### config.mk
export PLATFORM = sky130hd
export DESIGN_NAME = scc_control
export DESIGN_NICKNAME = d
export VERILOG_FILES = /design/src/scc_pkg.sv /design/src/scc_control.sv
export SDC_FILE = /design/constraint.sdc
export NUM_CORES = 1
export LEC_CHECK = 0
export BUFFER_PORTS_ARGS = -buffer_cell sky130_fd_sc_hd__buf_2
export CORE_MARGIN = 2
export CORE_UTILIZATION = 40
export CTS_CLUSTER_DIAMETER = 40
export DETAILED_ROUTE_END_ITERATION = 12
export GPL_ROUTABILITY_DRIVEN = 0
export PLACE_DENSITY = 0.69
export REMOVE_ABC_BUFFERS = 1
export SYNTH_ARGS = -nofsm -noshare
export SYNTH_HDL_FRONTEND = slang
export SYNTH_SLANG_ARGS = --single-unit
### constraint.sdc
create_clock -name clk -period 2.8 [get_ports clk]
set_clock_uncertainty 0.15 [all_clocks]
set_input_delay 0.14 -clock clk [delete_from_list [all_inputs] [get_ports clk]]
set_output_delay 0.14 -clock clk [all_outputs]
set_load 0.03 [all_outputs]
### src/scc_pkg.sv
package scc_pkg;

  localparam logic [1:0] OP_CLEAR = 2'd0;
  localparam logic [1:0] OP_EDGE1 = 2'd1;
  localparam logic [1:0] OP_EDGE2 = 2'd2;
  localparam logic [1:0] OP_EVAL  = 2'd3;

  typedef struct packed {
    logic load;
    logic clear_step;
    logic write_fwd;
    logic write_rev;
    logic eval_init;
    logic root_check;
    logic root_enter;
    logic frame_read;
    logic row_read;
    logic scan_step;
    logic visit_read;
    logic visit_apply;
    logic close_start;
    logic pop_step;
    logic pop_clear;
    logic ret_step;
    logic parent_read;
    logic parent_low;
    logic parent_apply;
  } scc_cmd_t;

  typedef struct packed {
    logic clear_done;
    logic root_done;
    logic root_visited;
    logic scan_found;
    logic scan_end;
    logic is_root;
    logic pop_done;
    logic stack_empty;
    logic frame_empty;
  } scc_status_t;

endpackage

### src/scc_control.sv
module scc_control
  import scc_pkg::*;
(
  input  logic        clk,
  input  logic        rst,
  input  logic        start,
  input  logic [1:0]  operation,
  input  scc_status_t status,
  output scc_cmd_t    cmd,
  output logic        busy,
  output logic        done
);

  localparam logic [4:0] S_IDLE   = 5'd0;
  localparam logic [4:0] S_CLEAR  = 5'd1;
  localparam logic [4:0] S_EDGE   = 5'd2;
  localparam logic [4:0] S_EDGE2  = 5'd3;
  localparam logic [4:0] S_ROOT   = 5'd4;
  localparam logic [4:0] S_FRAME  = 5'd5;
  localparam logic [4:0] S_ROW    = 5'd6;
  localparam logic [4:0] S_SCAN   = 5'd7;
  localparam logic [4:0] S_VISIT  = 5'd8;
  localparam logic [4:0] S_APPLY  = 5'd9;
  localparam logic [4:0] S_CLOSE  = 5'd10;
  localparam logic [4:0] S_CHK    = 5'd11;
  localparam logic [4:0] S_POP    = 5'd12;
  localparam logic [4:0] S_POPCHK = 5'd13;
  localparam logic [4:0] S_RET    = 5'd14;
  localparam logic [4:0] S_PREAD  = 5'd15;
  localparam logic [4:0] S_PLOW   = 5'd16;
  localparam logic [4:0] S_PAPPLY = 5'd17;
  localparam logic [4:0] S_DONE   = 5'd18;

  logic [4:0] state, state_next;
  logic [1:0] op;

  always_ff @(posedge clk) begin
    if (rst) begin
      state <= S_CLEAR;
      op <= OP_CLEAR;
    end else begin
      state <= state_next;
      if (start && !busy) op <= operation;
    end
  end

  assign busy = (state != S_IDLE);
  assign done = (state == S_DONE);

  always_comb begin
    cmd = '0;
    state_next = state;
    unique case (state)
      S_IDLE: begin
        if (start) begin
          cmd.load = 1'b1;
          unique case (operation)
            OP_CLEAR: state_next = S_CLEAR;
            OP_EDGE1, OP_EDGE2: state_next = S_EDGE;
            default: begin
              cmd.eval_init = 1'b1;
              state_next = S_ROOT;
            end
          endcase
        end
      end
      S_CLEAR: begin
        cmd.clear_step = 1'b1;
        if (status.clear_done) state_next = S_IDLE;
      end
      S_EDGE: begin
        cmd.write_fwd = 1'b1;
        state_next = (op == OP_EDGE2) ? S_EDGE2 : S_IDLE;
      end
      S_EDGE2: begin
        cmd.write_rev = 1'b1;
        state_next = S_IDLE;
      end
      S_ROOT: begin
        if (status.root_done) begin
          state_next = S_DONE;
        end else if (status.root_visited) begin
          cmd.root_check = 1'b1;
        end else begin
          cmd.root_enter = 1'b1;
          state_next = S_FRAME;
        end
      end
      S_FRAME: begin
        cmd.frame_read = 1'b1;
        state_next = S_ROW;
      end
      S_ROW: begin
        cmd.row_read = 1'b1;
        state_next = S_SCAN;
      end
      S_SCAN: begin
        cmd.scan_step = 1'b1;
        if (status.scan_found) state_next = S_VISIT;
        else if (status.scan_end) state_next = S_CLOSE;
      end
      S_VISIT: begin
        cmd.visit_read = 1'b1;
        state_next = S_APPLY;
      end
      S_APPLY: begin
        cmd.visit_apply = 1'b1;
        state_next = S_FRAME;
      end
      S_CLOSE: begin
        cmd.close_start = 1'b1;
        state_next = S_CHK;
      end
      S_CHK: begin
        state_next = status.is_root ? S_POP : S_RET;
      end
      S_POP: begin
        cmd.pop_step = 1'b1;
        state_next = status.stack_empty ? S_RET : S_POPCHK;
      end
      S_POPCHK: begin
        cmd.pop_clear = 1'b1;
        state_next = status.pop_done ? S_RET : S_POP;
      end
      S_RET: begin
        cmd.ret_step = 1'b1;
        state_next = S_PREAD;
      end
      S_PREAD: begin
        if (status.frame_empty) begin
          state_next = S_ROOT;
        end else begin
          cmd.parent_read = 1'b1;
          state_next = S_PLOW;
        end
      end
      S_PLOW: begin
        cmd.parent_low = 1'b1;
        state_next = S_PAPPLY;
      end
      S_PAPPLY: begin
        cmd.parent_apply = 1'b1;
        state_next = S_FRAME;
      end
      S_DONE: begin
        state_next = S_IDLE;
      end
      default: state_next = S_IDLE;
    endcase
  end

  a_done_busy: assert property (@(posedge clk) disable iff (rst) done |-> busy);
  a_done_pulse: assert property (@(posedge clk) disable iff (rst) done |=> !done);
  a_idle_quiet: assert property (@(posedge clk) disable iff (rst)
    (!busy && !start) |-> (cmd == '0));

endmodule

==> flow_summary.json <==
{
  "run_status": "completed",
  "grt_antenna_before_repair": 0,
  "final.setup.tns_ns": 0,
  "core_area_mm2": 0.00192,
  "final.setup.worst_slack_ns": 0.495,
  "cp.arrival_ns": 2.01,
  "area_of_the_mapped_netlist_um2": 806,
  "global_route.overflow_total": 0,
  "cts-buffers-inserted": 3,
  "drive_above_1_share": 0.293,
  "hold_path_startpoint": "operation[0]",
  "design.die.area_mm2": 0.00239,
  "max_slew_margin": 0.479,
  "root_buffer": "clkbuf_4",
  "htreeDepth": 1,
  "top_ff_cell_synth": "dfxtp_1",
  "initial_cell_density_of_the_core": 0.419,
  "final_min_period_over_clock_period": 0.823,
  "drv.max_cap_violation_count": 0,
  "clk_pin_slew_ns": 0.05,
  "wire_length_of_the_first_global_routing_pass_mm": 3.64,
  "io-pin-count": 35,
  "pwr_total_mw": 0.272,
  "cts_tree": "done",
  "ys_ff_latch": 7,
  "detailed_place_hpwl_mm": 1.61,
  "endpoint_class_of_the_critical_path": "primary output",
  "power_density_mw_per_mm2": 271,
  "drt_iter0_drc": 25,
  "leakagePower_nw": 0.450,
  "clock_sinks": 7,
  "total_track_usage": 0.189,
  "placementRows": 16,
  "synth_edf_count": 0,
  "startpoint_type": "flop",
  "crit_type": "reg -> out",
  "rr_startpoint": "state[0]",
  "grt_start_max_net_pins": 26,
  "placed_cells_incl_taps": 169,
  "worstMarginPinSlew_ns": 0.781,
  "synth_warnings": 0,
  "seq_area_um2": 140,
  "report.final.setup_viol": 0,
  "timing_max_transition_violations_final": 0,
  "fp.dieW_um": 48.9,
  "finish.cell_count_without_fillers": 174,
  "cell_count_after_synthesis": 117,
  "num-fill-cells": 217,
  "vias": 965,
  "area_growth_syn_to_layout_pct": 24.7,
  "vias_per_cell": 5.55,
  "crit_path_max_fanout": 25,
  "critPathBufInv": 2,
  "max_freq_mhz": 434,
  "first_pass_detailed_route_iteration_total": 4,
  "worst_ir_drop_vdd_mv": 0.181,
  "async_flop_share": 0,
  "antenna_cells": 0,
  "max_stage_delay_ns": 0.55,
  "yosysUniqueCellTypes": 42,
  "maximum_clock_insertion_buffer_count": 2,
  "cp_slowest_cell": "dfxtp_1",
  "worstSkewPairLatency_ns": 0.25,
  "multi_input_area_um2": 594,
  "die-height_um": 48.9,
  "crit_path_cell_trace": "or3_1 -> nor2_1 -> nand2_1 -> inv_1 -> buf_2",
  "numPortBuffers": 34,
  "number_of_nets_with_antenna_violations_after_routing": 0,
  "grt_pass1_vias": 828,
  "fin_nets": 164,
  "timing.critical_path.from": "state[0]",
  "routed_wl_mm": 2.10,
  "drcViolationCount": 0,
  "hp-class": "in -> reg",
  "rsz0062_at_grt": "no",
  "syn_area_per_cell_um2": 6.89,
  "cts_setup_buffers": 0,
  "finalCriticalPeriod_ns": 2.30,
  "critical_path.top_delay_family": "simple AND/OR/NAND/NOR gates",
  "wl_per_cell_um": 12.1,
  "data_required_time_at_the_worst_endpoint_ns": 2.51,
  "dp_worst_setup_slack_ns": 0.651,
  "synth-seq-area-share": 0.174,
  "final_hold_viol_count": 0
}
-- cells in the mapped netlist (2+ instances only) --
library cell,n,share of area
buf_2,6,0.037
nand3b_1,2,0.019
inv_1,6,0.028
ha_1,2,0.031
a22oi_1,3,0.028
mux2i_1,3,0.037
nor3b_1,5,0.047
nor2_1,19,0.089
nand3_1,4,0.025
o21ai_0,8,0.050
clkbuf_1,3,0.014
dfxtp_1,7,0.17
nand2b_1,2,0.016
nor4_1,3,0.023
nor3_1,7,0.043
nand2_1,7,0.033
a21oi_1,5,0.031
-- what timing repair did --
item	4_1_cts	5_1_grt
resized for setup	0	0
endpoints found under the hold margin	2	0
hold buffers	1	0
-- stage by stage --
step           hold slack (ns)  utilization  instance area, um2
6_report                0.0178        0.523                1000
5_1_grt                 0.0191        0.523                1000
4_1_cts                 0.0139        0.523                1000
3_5_place_dp             0.260        0.504                 968
3_3_place_gp             0.257        0.504                 968
2_1_floorplan           0.0591            -                 757
-- final cells by class --
type	instances	area share
Sequential cell	7	0.139
Inverter	6	0.0224
Clock buffer	4	0.0262
Tap cell	27	0.0336
Timing Repair Buffer	36	0.187
Multi-Input combinational cell	94	0.592
-- state kept, by name, indices dropped and copies added, names as in the netlist --
name	count
op	2
state	5
-- worst reg2reg max path, stage by stage, from the launching register on --
cell,delay (ns)
dfxtp_1,0.82
mux2_2,0.41
a22oi_1,0.19
nor4b_1,0.07
a2111oi_1,0.29
o32ai_1,0.12
-- cells by family after synthesis --
family	Yosys count	share of synthesized area
AND/OR/NAND/NOR	61	0.419
AO/OA/AOI/OAI	25	0.214
buffers and inverters	16	0.0885
flip-flops	7	0.174
multiplexers	4	0.0512
XOR/XNOR	2	0.0217
adder cells (fa/ha/maj)	2	0.0311
-- power by group --
part           switching [mW]  internal, mW
clock network          0.0355        0.0543
logic                  0.0395        0.0300
registers             0.00975         0.103
-- routing by layer --
| metal | wire length [um] | global-route usage |
|---|---|---|
| met5 | 0 | 0 |
| met4 | 16 | 0.0905 |
| met3 | 146 | 0.0123 |
| met2 | 1020 | 0.308 |
| met1 | 913 | 0.251 |
-- final timing paths --
path,to,slack (ns),cells after the start
setup / recovery,cmd[18],0.50,5
hold / removal,op[0],0.02,3
setup reg to reg,state[1],0.62,5
hold reg to reg,op[0],0.34,2
-- cell usage in the layout (no fill, tap or decap), types with 3 or more instances in the layout --
cell type / count
inv_1: 6
nor3b_1: 5
buf_2: 34
clkbuf_4: 3
nand3_1: 4
mux2i_1: 3
nor2_1: 19
nor3_1: 7
a21oi_1: 5
a22oi_1: 3
nor4_1: 3
o21ai_0: 8
nand2_1: 7
dfxtp_1: 7
(Power assumes the default switching activity.)
